[config.mk]
export PLATFORM = sky130hd
export DESIGN_NAME = hall_six_step_commutator
export DESIGN_NICKNAME = d
export VERILOG_FILES = /design/src/hdl/hssc_pkg.sv /design/src/hdl/hssc_pulse.sv /design/src/hdl/hssc_core.sv /design/src/hdl/hall_six_step_commutator.sv
export SDC_FILE = /design/constraint.sdc
export NUM_CORES = 2
export LEC_CHECK = 0
export BUFFER_PORTS_ARGS = -buffer_cell sky130_fd_sc_hd__buf_2
export CAP_MARGIN = 10
export CORE_ASPECT_RATIO = 0.8
export CORE_UTILIZATION = 30
export DETAILED_ROUTE_END_ITERATION = 10
export GPL_ROUTABILITY_DRIVEN = 0
export HOLD_SLACK_MARGIN = 0.06
export PLACE_DENSITY = 0.54
export SLEW_MARGIN = 5
export SYNTH_ARGS = -nofsm -noshare
export SYNTH_HDL_FRONTEND = slang
export SYNTH_SLANG_ARGS = --single-unit
[constraint.sdc]
create_clock -name clk -period 15.6 [get_ports clk]
set_input_delay 0 -clock clk [delete_from_list [all_inputs] [get_ports clk]]
set_output_delay 0 -clock clk [all_outputs]
set_load 0.005 [all_outputs]
[src/hdl/hssc_pkg.sv]
`timescale 1ns / 1ps

package hssc_pkg;

  localparam logic [4:0]  DUTY_MAX   = 5'd25;
  localparam logic [14:0] AGE_MAX    = 15'h7FFF;
  localparam logic [7:0]  CNT_MAX    = 8'hFF;
  localparam logic [2:0]  SEQ_LAST   = 3'd5;
  localparam logic [3:0]  SEQ_LEN    = 4'd6;

  // x / 100 == (x * PCT_RECIP) >> PCT_SHIFT for every x below 2**21
  localparam int          PCT_SHIFT  = 28;
  localparam logic [21:0] PCT_RECIP  = 22'd2684355;

  // configuration register indexes
  localparam logic [2:0] CFG_REVERSE_DIR    = 3'd0;
  localparam logic [2:0] CFG_SECTOR_OFFSET  = 3'd1;
  localparam logic [2:0] CFG_KICK_DUTY      = 3'd2;
  localparam logic [2:0] CFG_RUN_DUTY       = 3'd3;
  localparam logic [2:0] CFG_PWM_PERIOD     = 3'd4;
  localparam logic [2:0] CFG_KICK_INTERVAL  = 3'd5;
  localparam logic [2:0] CFG_KICK_SYNC_MIN  = 3'd6;
  localparam logic [2:0] CFG_KICK_MAX_STEPS = 3'd7;

  typedef enum logic [1:0] {
    FUNC_TICK  = 2'd0,
    FUNC_START = 2'd1,
    FUNC_STOP  = 2'd2
  } func_t;

  typedef enum logic [1:0] {
    MODE_OFF = 2'd0,
    MODE_PWM = 2'd1,
    MODE_LOW = 2'd2
  } phase_mode_t;

  typedef struct packed {
    phase_mode_t u;
    phase_mode_t v;
    phase_mode_t w;
  } phase_set_t;

  typedef struct packed {
    logic [1:0] func;
    logic [2:0] hall_code;
  } in_item_t;

  typedef struct packed {
    logic        running;
    logic        kicking;
    logic        fault;
    logic [2:0]  step_index;
    logic [1:0]  mode_u;
    logic [1:0]  mode_v;
    logic [1:0]  mode_w;
    logic [16:0] compare_u;
    logic [16:0] compare_v;
    logic [16:0] compare_w;
    logic [14:0] edge_age;
    logic [15:0] edge_total;
  } out_item_t;

  typedef struct packed {
    logic        reverse_dir;
    logic [2:0]  sector_offset;
    logic [4:0]  kick_duty;
    logic [4:0]  run_duty;
    logic [15:0] pwm_period;
    logic [15:0] kick_interval;
    logic [7:0]  kick_sync_min;
    logic [7:0]  kick_max_steps;
  } cfg_t;

  // hall code at a position of the commutation sequence
  function automatic logic [2:0] seq_code(input logic rev, input logic [2:0] pos);
    logic [2:0] c;
    c = 3'd5;
    case (pos)
      3'd0:    c = 3'd5;
      3'd1:    c = rev ? 3'd1 : 3'd4;
      3'd2:    c = rev ? 3'd3 : 3'd6;
      3'd3:    c = 3'd2;
      3'd4:    c = rev ? 3'd6 : 3'd3;
      3'd5:    c = rev ? 3'd4 : 3'd1;
      default: c = 3'd5;
    endcase
    return c;
  endfunction

  // position of a hall code in the sequence; invalid codes give 0
  function automatic logic [2:0] seq_pos(input logic rev, input logic [2:0] code);
    logic [2:0] p;
    p = 3'd0;
    case (code)
      3'd5:    p = 3'd0;
      3'd1:    p = rev ? 3'd1 : 3'd5;
      3'd3:    p = rev ? 3'd2 : 3'd4;
      3'd2:    p = 3'd3;
      3'd6:    p = rev ? 3'd4 : 3'd2;
      3'd4:    p = rev ? 3'd5 : 3'd1;
      default: p = 3'd0;
    endcase
    return p;
  endfunction

  // rotate a raw hall code along the sequence
  function automatic logic [2:0] map_code(input logic rev, input logic [2:0] offset,
                                          input logic [2:0] raw);
    logic [3:0] s;
    s = {1'b0, seq_pos(rev, raw)} + {1'b0, offset};
    if (s >= SEQ_LEN) begin
      s = s - SEQ_LEN;
    end
    if (raw == 3'd0 || raw == 3'd7) begin
      return raw;
    end
    return seq_code(rev, s[2:0]);
  endfunction

  // forward drive pattern per hall code
  function automatic phase_set_t drive_modes(input logic [2:0] code);
    phase_set_t d;
    d = '{MODE_OFF, MODE_OFF, MODE_OFF};
    case (code)
      3'd1:    d = '{MODE_PWM, MODE_OFF, MODE_LOW};
      3'd2:    d = '{MODE_LOW, MODE_PWM, MODE_OFF};
      3'd3:    d = '{MODE_OFF, MODE_PWM, MODE_LOW};
      3'd4:    d = '{MODE_OFF, MODE_LOW, MODE_PWM};
      3'd5:    d = '{MODE_PWM, MODE_LOW, MODE_OFF};
      3'd6:    d = '{MODE_LOW, MODE_OFF, MODE_PWM};
      default: d = '{MODE_OFF, MODE_OFF, MODE_OFF};
    endcase
    return d;
  endfunction

endpackage

[src/hdl/hssc_pulse.sv]
`timescale 1ns / 1ps

module hssc_pulse
  import hssc_pkg::*;
(
  input  logic        clk,
  input  cfg_t        cfg,
  output logic [15:0] kick_pulse,
  output logic [15:0] run_pulse
);

  logic [20:0] kick_prod_r;
  logic [20:0] run_prod_r;
  logic [43:0] kick_frac_r;
  logic [43:0] run_frac_r;

  // period * duty, then divide by 100 through the reciprocal
  always_ff @(posedge clk) begin
    kick_prod_r <= 21'(cfg.pwm_period) * 21'(cfg.kick_duty);
    run_prod_r  <= 21'(cfg.pwm_period) * 21'(cfg.run_duty);
    kick_frac_r <= 44'(kick_prod_r) * 44'(PCT_RECIP);
    run_frac_r  <= 44'(run_prod_r) * 44'(PCT_RECIP);
  end

  assign kick_pulse = kick_frac_r[PCT_SHIFT +: 16];
  assign run_pulse  = run_frac_r[PCT_SHIFT +: 16];

endmodule

[src/hdl/hssc_core.sv]
`timescale 1ns / 1ps

module hssc_core
  import hssc_pkg::*;
(
  input  logic        clk,
  input  logic        rst_n,
  input  logic        step_en,
  input  in_item_t    item,
  input  cfg_t        cfg,
  input  logic [15:0] kick_pulse,
  input  logic [15:0] run_pulse,
  output out_item_t   res
);

  logic        enabled_r, enabled_nxt;
  logic        kick_r, kick_nxt;
  logic        fault_r, fault_nxt;
  logic [2:0]  prev_hall_r, prev_hall_nxt;
  logic [2:0]  kick_pos_r, kick_pos_nxt;
  logic [15:0] kick_div_r, kick_div_nxt;
  logic [7:0]  step_cnt_r, step_cnt_nxt;
  logic [7:0]  kedge_cnt_r, kedge_cnt_nxt;
  logic [14:0] age_r, age_nxt;
  logic [15:0] edge_cnt_r, edge_cnt_nxt;
  logic [2:0]  last_step_r, last_step_nxt;
  phase_set_t  modes_r, modes_nxt;
  logic [16:0] cmp_u_r, cmp_u_nxt;
  logic [16:0] cmp_v_r, cmp_v_nxt;
  logic [16:0] cmp_w_r, cmp_w_nxt;

  logic        hall_moved;
  logic [15:0] div_inc;
  logic [2:0]  pos_inc;
  logic        do_comm;
  logic [2:0]  comm_code;
  logic [15:0] comm_pulse;
  logic [16:0] pwm_cmp;
  logic [16:0] low_cmp;
  phase_set_t  drv;

  function automatic phase_mode_t swap_mode(input phase_mode_t m, input logic rev);
    phase_mode_t r;
    r = m;
    if (rev && m == MODE_PWM) begin
      r = MODE_LOW;
    end else if (rev && m == MODE_LOW) begin
      r = MODE_PWM;
    end
    return r;
  endfunction

  function automatic logic [16:0] mode_cmp(input phase_mode_t m, input logic [16:0] pwm,
                                           input logic [16:0] low);
    logic [16:0] c;
    c = '0;
    case (m)
      MODE_PWM: c = pwm;
      MODE_LOW: c = low;
      default:  c = '0;
    endcase
    return c;
  endfunction

  always_comb begin
    enabled_nxt   = enabled_r;
    kick_nxt      = kick_r;
    fault_nxt     = fault_r;
    prev_hall_nxt = prev_hall_r;
    kick_pos_nxt  = kick_pos_r;
    kick_div_nxt  = kick_div_r;
    step_cnt_nxt  = step_cnt_r;
    kedge_cnt_nxt = kedge_cnt_r;
    age_nxt       = age_r;
    edge_cnt_nxt  = edge_cnt_r;
    last_step_nxt = last_step_r;
    modes_nxt     = modes_r;
    cmp_u_nxt     = cmp_u_r;
    cmp_v_nxt     = cmp_v_r;
    cmp_w_nxt     = cmp_w_r;
    do_comm       = 1'b0;
    comm_code     = 3'd0;
    comm_pulse    = kick_pulse;

    hall_moved = item.hall_code != prev_hall_r;
    div_inc    = kick_div_r + 16'd1;
    pos_inc    = (kick_pos_r == SEQ_LAST) ? 3'd0 : kick_pos_r + 3'd1;

    case (item.func)
      FUNC_START: begin
        enabled_nxt   = 1'b1;
        fault_nxt     = 1'b0;
        edge_cnt_nxt  = '0;
        kick_nxt      = 1'b1;
        kick_pos_nxt  = seq_pos(cfg.reverse_dir, item.hall_code);
        kick_div_nxt  = '0;
        step_cnt_nxt  = '0;
        kedge_cnt_nxt = '0;
        prev_hall_nxt = item.hall_code;
        do_comm       = 1'b1;
        comm_code     = map_code(cfg.reverse_dir, cfg.sector_offset, item.hall_code);
      end
      FUNC_STOP: begin
        enabled_nxt = 1'b0;
        kick_nxt    = 1'b0;
        modes_nxt   = '{MODE_OFF, MODE_OFF, MODE_OFF};
        cmp_u_nxt   = '0;
        cmp_v_nxt   = '0;
        cmp_w_nxt   = '0;
      end
      FUNC_TICK: begin
        if (enabled_r) begin
          if (hall_moved) begin
            edge_cnt_nxt  = edge_cnt_r + 16'd1;
            if (kick_r && kedge_cnt_r != CNT_MAX) begin
              kedge_cnt_nxt = kedge_cnt_r + 8'd1;
            end
            prev_hall_nxt = item.hall_code;
            age_nxt       = '0;
          end else if (age_r != AGE_MAX) begin
            age_nxt = age_r + 15'd1;
          end

          if (kick_r) begin
            kick_div_nxt = div_inc;
            if (div_inc >= cfg.kick_interval) begin
              // forced open-loop step
              kick_div_nxt = '0;
              kick_pos_nxt = pos_inc;
              if (step_cnt_r != CNT_MAX) begin
                step_cnt_nxt = step_cnt_r + 8'd1;
              end
              do_comm   = 1'b1;
              comm_code = map_code(cfg.reverse_dir, cfg.sector_offset,
                                   seq_code(cfg.reverse_dir, pos_inc));
              if (kedge_cnt_nxt >= cfg.kick_sync_min ||
                  step_cnt_nxt >= cfg.kick_max_steps) begin
                kick_nxt = 1'b0;
              end
            end
          end else if (hall_moved) begin
            do_comm    = 1'b1;
            comm_code  = map_code(cfg.reverse_dir, cfg.sector_offset, item.hall_code);
            comm_pulse = run_pulse;
          end
        end
      end
      default: begin
      end
    endcase

    pwm_cmp = {1'b0, comm_pulse};
    low_cmp = {1'b0, cfg.pwm_period} + 17'd1;
    drv     = drive_modes(comm_code);
    drv.u   = swap_mode(drv.u, cfg.reverse_dir);
    drv.v   = swap_mode(drv.v, cfg.reverse_dir);
    drv.w   = swap_mode(drv.w, cfg.reverse_dir);

    if (do_comm) begin
      if (comm_code == 3'd0 || comm_code == 3'd7) begin
        // invalid hall: flag it, keep the drive
        fault_nxt = 1'b1;
      end else begin
        fault_nxt     = 1'b0;
        modes_nxt     = drv;
        cmp_u_nxt     = mode_cmp(drv.u, pwm_cmp, low_cmp);
        cmp_v_nxt     = mode_cmp(drv.v, pwm_cmp, low_cmp);
        cmp_w_nxt     = mode_cmp(drv.w, pwm_cmp, low_cmp);
        last_step_nxt = seq_pos(cfg.reverse_dir, comm_code);
      end
    end
  end

  always_comb begin
    res.running    = enabled_nxt;
    res.kicking    = kick_nxt;
    res.fault      = fault_nxt;
    res.step_index = last_step_nxt;
    res.mode_u     = modes_nxt.u;
    res.mode_v     = modes_nxt.v;
    res.mode_w     = modes_nxt.w;
    res.compare_u  = cmp_u_nxt;
    res.compare_v  = cmp_v_nxt;
    res.compare_w  = cmp_w_nxt;
    res.edge_age   = age_nxt;
    res.edge_total = edge_cnt_nxt;
  end

  always_ff @(posedge clk) begin
    if (!rst_n) begin
      enabled_r   <= 1'b0;
      kick_r      <= 1'b0;
      fault_r     <= 1'b0;
      prev_hall_r <= '0;
      kick_pos_r  <= '0;
      kick_div_r  <= '0;
      step_cnt_r  <= '0;
      kedge_cnt_r <= '0;
      age_r       <= '0;
      edge_cnt_r  <= '0;
      last_step_r <= '0;
      modes_r     <= '{MODE_OFF, MODE_OFF, MODE_OFF};
      cmp_u_r     <= '0;
      cmp_v_r     <= '0;
      cmp_w_r     <= '0;
    end else if (step_en) begin
      enabled_r   <= enabled_nxt;
      kick_r      <= kick_nxt;
      fault_r     <= fault_nxt;
      prev_hall_r <= prev_hall_nxt;
      kick_pos_r  <= kick_pos_nxt;
      kick_div_r  <= kick_div_nxt;
      step_cnt_r  <= step_cnt_nxt;
      kedge_cnt_r <= kedge_cnt_nxt;
      age_r       <= age_nxt;
      edge_cnt_r  <= edge_cnt_nxt;
      last_step_r <= last_step_nxt;
      modes_r     <= modes_nxt;
      cmp_u_r     <= cmp_u_nxt;
      cmp_v_r     <= cmp_v_nxt;
      cmp_w_r     <= cmp_w_nxt;
    end
  end

endmodule

[src/hdl/hall_six_step_commutator.sv]
`timescale 1ns / 1ps

// Hall six-step commutator with open-loop kick. Each input beat (tick, start
// or stop with the raw hall code) yields exactly one result beat holding the
// drive state after that beat. Throughput is one beat per clock unless the
// output stalls or a write settles. A beat passes the input register, then
// the commutation logic into the result register. The PWM compare values
// come from a two-stage multiply pipeline (period * duty, then divide by 100
// through a reciprocal), so after each configuration write in_ready stays
// low while it settles. Write configuration only while no beat is in flight.

module hall_six_step_commutator
  import hssc_pkg::*;
(
  input  logic      clk,
  input  logic      rst_n,
  input  logic      in_valid,
  output logic      in_ready,
  input  in_item_t  in_data,
  output logic      out_valid,
  input  logic      out_ready,
  output out_item_t out_data,
  input  logic      cfg_valid,
  output logic      cfg_ready,
  input  logic [2:0]  cfg_index,
  input  logic [15:0] cfg_data
);

  localparam logic [1:0] CFG_SETTLE = 2'd2;

  cfg_t        cfg_r, cfg_nxt;
  logic [1:0]  settle_r, settle_nxt;
  logic        in_vld_r;
  in_item_t    in_r;
  logic        out_vld_r;
  out_item_t   out_r;
  logic        advance;
  logic        cfg_we;
  logic [15:0] kick_pulse;
  logic [15:0] run_pulse;
  out_item_t   res;

  assign cfg_ready = 1'b1;
  assign cfg_we    = cfg_valid && cfg_ready;
  assign advance   = in_vld_r && (!out_vld_r || out_ready);
  assign in_ready  = (settle_r == 2'd0) && (!in_vld_r || advance);
  assign out_valid = out_vld_r;
  assign out_data  = out_r;

  always_comb begin
    cfg_nxt    = cfg_r;
    settle_nxt = (settle_r != 2'd0) ? settle_r - 2'd1 : settle_r;
    if (cfg_we) begin
      settle_nxt = CFG_SETTLE;
      case (cfg_index)
        CFG_REVERSE_DIR:   cfg_nxt.reverse_dir = cfg_data[0];
        CFG_SECTOR_OFFSET: cfg_nxt.sector_offset = (cfg_data[2:0] >= 3'd6) ?
                                                   cfg_data[2:0] - 3'd6 : cfg_data[2:0];
        CFG_KICK_DUTY:     cfg_nxt.kick_duty = (cfg_data[4:0] > DUTY_MAX) ?
                                               DUTY_MAX : cfg_data[4:0];
        CFG_RUN_DUTY:      cfg_nxt.run_duty = (cfg_data[4:0] > DUTY_MAX) ?
                                              DUTY_MAX : cfg_data[4:0];
        CFG_PWM_PERIOD:    cfg_nxt.pwm_period = cfg_data;
        CFG_KICK_INTERVAL: cfg_nxt.kick_interval = cfg_data;
        CFG_KICK_SYNC_MIN: cfg_nxt.kick_sync_min = cfg_data[7:0];
        CFG_KICK_MAX_STEPS: cfg_nxt.kick_max_steps = cfg_data[7:0];
        default: begin
        end
      endcase
    end
  end

  always_ff @(posedge clk) begin
    if (!rst_n) begin
      cfg_r.reverse_dir    <= 1'b0;
      cfg_r.sector_offset  <= 3'd3;
      cfg_r.kick_duty      <= 5'd6;
      cfg_r.run_duty       <= 5'd7;
      cfg_r.pwm_period     <= 16'd2399;
      cfg_r.kick_interval  <= 16'd600;
      cfg_r.kick_sync_min  <= 8'd2;
      cfg_r.kick_max_steps <= 8'd40;
      settle_r             <= CFG_SETTLE;
      in_vld_r             <= 1'b0;
      out_vld_r            <= 1'b0;
    end else begin
      cfg_r    <= cfg_nxt;
      settle_r <= settle_nxt;
      if (in_valid && in_ready) begin
        in_vld_r <= 1'b1;
      end else if (advance) begin
        in_vld_r <= 1'b0;
      end
      if (advance) begin
        out_vld_r <= 1'b1;
      end else if (out_ready) begin
        out_vld_r <= 1'b0;
      end
    end
  end

  // payload: hold while stalled
  always_ff @(posedge clk) begin
    if (in_valid && in_ready) begin
      in_r <= in_data;
    end
    if (advance) begin
      out_r <= res;
    end
  end

  hssc_pulse u_pulse (
    .clk        (clk),
    .cfg        (cfg_r),
    .kick_pulse (kick_pulse),
    .run_pulse  (run_pulse)
  );

  hssc_core u_core (
    .clk        (clk),
    .rst_n      (rst_n),
    .step_en    (advance),
    .item       (in_r),
    .cfg        (cfg_r),
    .kick_pulse (kick_pulse),
    .run_pulse  (run_pulse),
    .res        (res)
  );

  a_kick_needs_run: assert property (@(posedge clk) disable iff (!rst_n)
    out_vld_r |-> (!out_r.kicking || out_r.running))
    else $error("kicking reported while not running");

  a_settle_blocks_input: assert property (@(posedge clk) disable iff (!rst_n)
    cfg_we |=> !in_ready)
    else $error("input taken while compare pipeline settles");

  a_step_in_range: assert property (@(posedge clk) disable iff (!rst_n)
    out_vld_r |-> out_r.step_index <= 3'd5)
    else $error("step index outside the sequence");

  a_stop_turns_off: assert property (@(posedge clk) disable iff (!rst_n)
    (advance && in_r.func == FUNC_STOP) |=>
      (out_r.mode_u == MODE_OFF && out_r.mode_v == MODE_OFF && out_r.mode_w == MODE_OFF &&
       out_r.compare_u == 17'd0 && !out_r.running))
    else $error("stop left a phase driven");

  a_no_overlap: assert property (@(posedge clk) disable iff (!rst_n)
    (out_vld_r && !out_ready) |-> !advance)
    else $error("result overwritten while stalled");

endmodule

==> results.sh <==
export IMPL_status="completed"
export IMPL_gr_total_overflow=0
export IMPL_syn_nets=4834
export IMPL_grt_pass1_vias=26800
export IMPL_clock_root_buffer="clkbuf_16"
export IMPL_rows=113
export IMPL_hold_viol=0
export IMPL_slew_violations=0
export IMPL_post_drt_via_cell_ratio=4.84
export IMPL_dp_hpwl_mm=76.6
export IMPL_finalSetupViolCount=0
export IMPL_syn_cell_area_um2=36400
export IMPL_r2r_setup_slack_ps=8820
export IMPL_synth_flop_cell="dfxtp_1"
export IMPL_synth_cell_types=79
export IMPL_cap_violations=0
export IMPL_required_ps=16070
export IMPL_coreArea_um2=119000
export IMPL_post_cts_setup_buffers=0
export IMPL_worstMarginPinSlew_ps=1170
export IMPL_period_share_pct=43.5
export IMPL_max_freq_ghz=0.147
export IMPL_period_needed_ps=6780
export IMPL_cts_buffers=42
export IMPL_tritoncts="built"
export IMPL_startpoint_type="flop"
export IMPL_ys_seq_elements=369
export IMPL_numPortBuffers=124
export IMPL_synth_edf_count=99
export IMPL_layout_drive_gt1_share_pct=7.16
export IMPL_layout_setup_ws_ps=8820
export IMPL_vias=27100
export IMPL_wire_per_inst_um=17.4
export IMPL_synthArstFlopShare_pct=0
export IMPL_cts_max_path_buffers=3
export IMPL_antenna_found_initial=4
export IMPL_ys_warn_count=0
export IMPL_die_w_um=392
export IMPL_start_util_pct=30.5
export IMPL_clkTransAtPathRegs_ps=60
export IMPL_r2r_start="u_pulse.kick_prod_r[4]$_DFF_P_"
export IMPL_clock_latency_ps=590
export IMPL_die_h_um=314
export IMPL_synth_area_per_cell_um2=9.38
export IMPL_cts_hold_buf=33
export IMPL_crit_path_end_kind="flop"
export IMPL_syn_inst=3882
export IMPL_tns_ps=0
export IMPL_cts_sinks=369
export IMPL_finClkSkew_ps=28.2
export IMPL_gr_usage_all_layers_pct=15.9
export IMPL_crit_path_start="u_pulse.kick_prod_r[4]$_DFF_P_"
export IMPL_area_growth_pct=10.7
export IMPL_hold_class="in -> reg"
export IMPL_rsz0062_at_grt="false"
export IMPL_worstPathMaxFanout=8
export IMPL_relSlewSlack_pct=21.8
export IMPL_drt_pass1_iterations=8
export IMPL_grt_pass1_wl_mm=154
export IMPL_wl_mm=97.4
export IMPL_ys_seq_area_share_pct=23.0
export IMPL_detail_route_iter0_violations=2022
export IMPL_htree_levels=2
export IMPL_cp_arrival_ps=7250
export IMPL_pin_count=126
export IMPL_r2r_cells=20
export IMPL_path_class="reg -> reg"
export IMPL_drc=0
export IMPL_pre_cts_slack_ps=8750
export IMPL_postCtsResizedCells=0
export IMPL_die_area_um2=123000
export IMPL_nets=4900
export IMPL_final_antenna_net_count=0
export IMPL_grt_max_degree=100
export IMPL_endpoint="u_pulse.kick_frac_r[42]$_DFF_P_"
export IMPL_reg2reg_to="u_pulse.kick_frac_r[42]$_DFF_P_"
==> cell families (layout without fill, tap and decap cells) <==
kind of cell,Yosys count,after routing,share of synthesized area (%)
buffers and inverters,761,861,8.09
and+or+nand+nor,1083,1083,14.2
xor gates and xnor gates,124,124,2.98
DFF,369,369,23.0
AOI/OAI and AO/OA,586,586,10.8
adders and majority gates,923,923,39.9
muxes,35,35,0.972
other,1,2,0.0103
==> worst min-delay path by stage <==
stage | startpoint | to | slack [ps] | cells past startpoint
2_1_floorplan | cfg_valid | settle_r[0]$_SDFFE_PP0P_ | 80 | 1
3_3_place_gp | in_data[1] | in_r[1]$_DFFE_PP_ | 180 | 1
6_report | rst_n | cfg_r[5]$_SDFFE_PN1P_ | 130 | 2
4_1_cts | rst_n | cfg_r[3]$_SDFFE_PN1P_ | 110 | 2
5_1_grt | in_data[1] | in_r[1]$_DFFE_PP_ | 140 | 2
3_5_place_dp | in_data[2] | in_r[2]$_DFFE_PP_ | 180 | 1
==> state kept, by name, summed over array words and instances (netlist names), 2 cells and up <==
signal               count
u_core.edge_cnt_r       16
cfg_r                   62
u_core.step_cnt_r        8
u_core.last_step_r       3
u_pulse.kick_frac_r     15
u_core.cmp_w_r          17
u_pulse.run_prod_r      21
u_pulse.run_frac_r      15
u_core.cmp_u_r          17
u_core.cmp_v_r          17
u_core.age_r            15
u_core.kick_pos_r        3
u_core.kedge_cnt_r       8
u_pulse.kick_prod_r     21
u_core.kick_div_r       16
in_r                     5
settle_r                 2
out_data                94
u_core.prev_hall_r       3
u_core.modes_r           6
==> cells in the mapped netlist, drive strengths merged (9+ instances only) <==
master | n | area, um2
and4 | 9 | 78.8
a21o | 47 | 353
o211ai | 56 | 536
nor2b | 10 | 62.6
buf | 42 | 245
inv | 600 | 2250
a31oi | 29 | 181
o31ai | 11 | 82.6
o21a | 12 | 90.1
a211oi | 20 | 150
nand2 | 349 | 1310
xnor2 | 74 | 648
nand2b | 24 | 150
dfxtp | 270 | 5410
o22a | 16 | 140
nand3 | 189 | 956
fa | 396 | 7930
mux2i | 32 | 320
o21bai | 11 | 82.6
or3 | 19 | 119
ha | 527 | 6590
xor2 | 50 | 438
a211o | 10 | 87.6
and3 | 29 | 181
edfxtp | 99 | 2970
nor3 | 71 | 372
nor2 | 187 | 707
o21ai | 121 | 609
nor4 | 9 | 56.3
a31o | 19 | 166
nand4 | 61 | 382
a21oi | 144 | 724
clkbuf | 119 | 447
and2 | 101 | 632
or2 | 15 | 93.8
o22ai | 31 | 194
==> metal layers <==
metal  up-vias  wire [um]  global-route usage (%)
li1      13200          -                       -
met1     13100      49100                    24.2
met2       648      40700                    23.3
met3       112       5710                    2.62
met4         0       1880                    3.23
met5         -          0                       0
==> cells in the final DEF, fill, tap and decap left out, types with 101 or more instances in the layout <==
| cell | instances |
|---|---|
| ha_1 | 527 |
| inv_1 | 596 |
| nand3_1 | 187 |
| nor2_1 | 184 |
| buf_2 | 123 |
| fa_1 | 396 |
| nand2_1 | 348 |
| dfxtp_1 | 270 |
| and2_1 | 101 |
| a21oi_1 | 143 |
==> worst max-delay path, cell delays in order (launching register included) <==
cell and delay [ps]:
dfxtp_1 430, fa_1 620, inv_1 80, fa_1 500, inv_1 50, fa_1 470
fa_1 510, inv_1 50, fa_1 470, inv_1 50, fa_1 500, fa_1 460
ha_1 320, and3_1 160, nand3_1 90, o41a_1 430, a211oi_1 590, or3_1 240
and3_1 230, nor3_1 70, or3_1 350
==> metrics by stage <==
stage | instances | hold slack, ps | utilization [%] | area [um2]
2_1_floorplan | 3882 | 79.3 | - | 36400
3_3_place_gp | 5481 | 178 | 32.3 | 38600
3_5_place_dp | 5481 | 179 | 32.3 | 38600
4_1_cts | 5592 | 106 | 33.7 | 40300
5_1_grt | 5593 | 139 | 33.7 | 40300
6_report | 5593 | 128 | 33.7 | 40300
==> layout make-up <==
type                            count  area, um2
Timing Repair Buffer              183       1150
Multi-Input combinational cell   2752      25100
Antenna cell                        1       2.50
Clock inverter                     17        179
Clock buffer                       61       1200
Tap cell                         1610       2010
Fill cell                       12300      79200
Inverter                          600       2260
Sequential cell                   369       8380
Power is left out: the tool's default activity adds up to more than one toggle a clock period on the data nets, which glitch-free logic cannot reach.
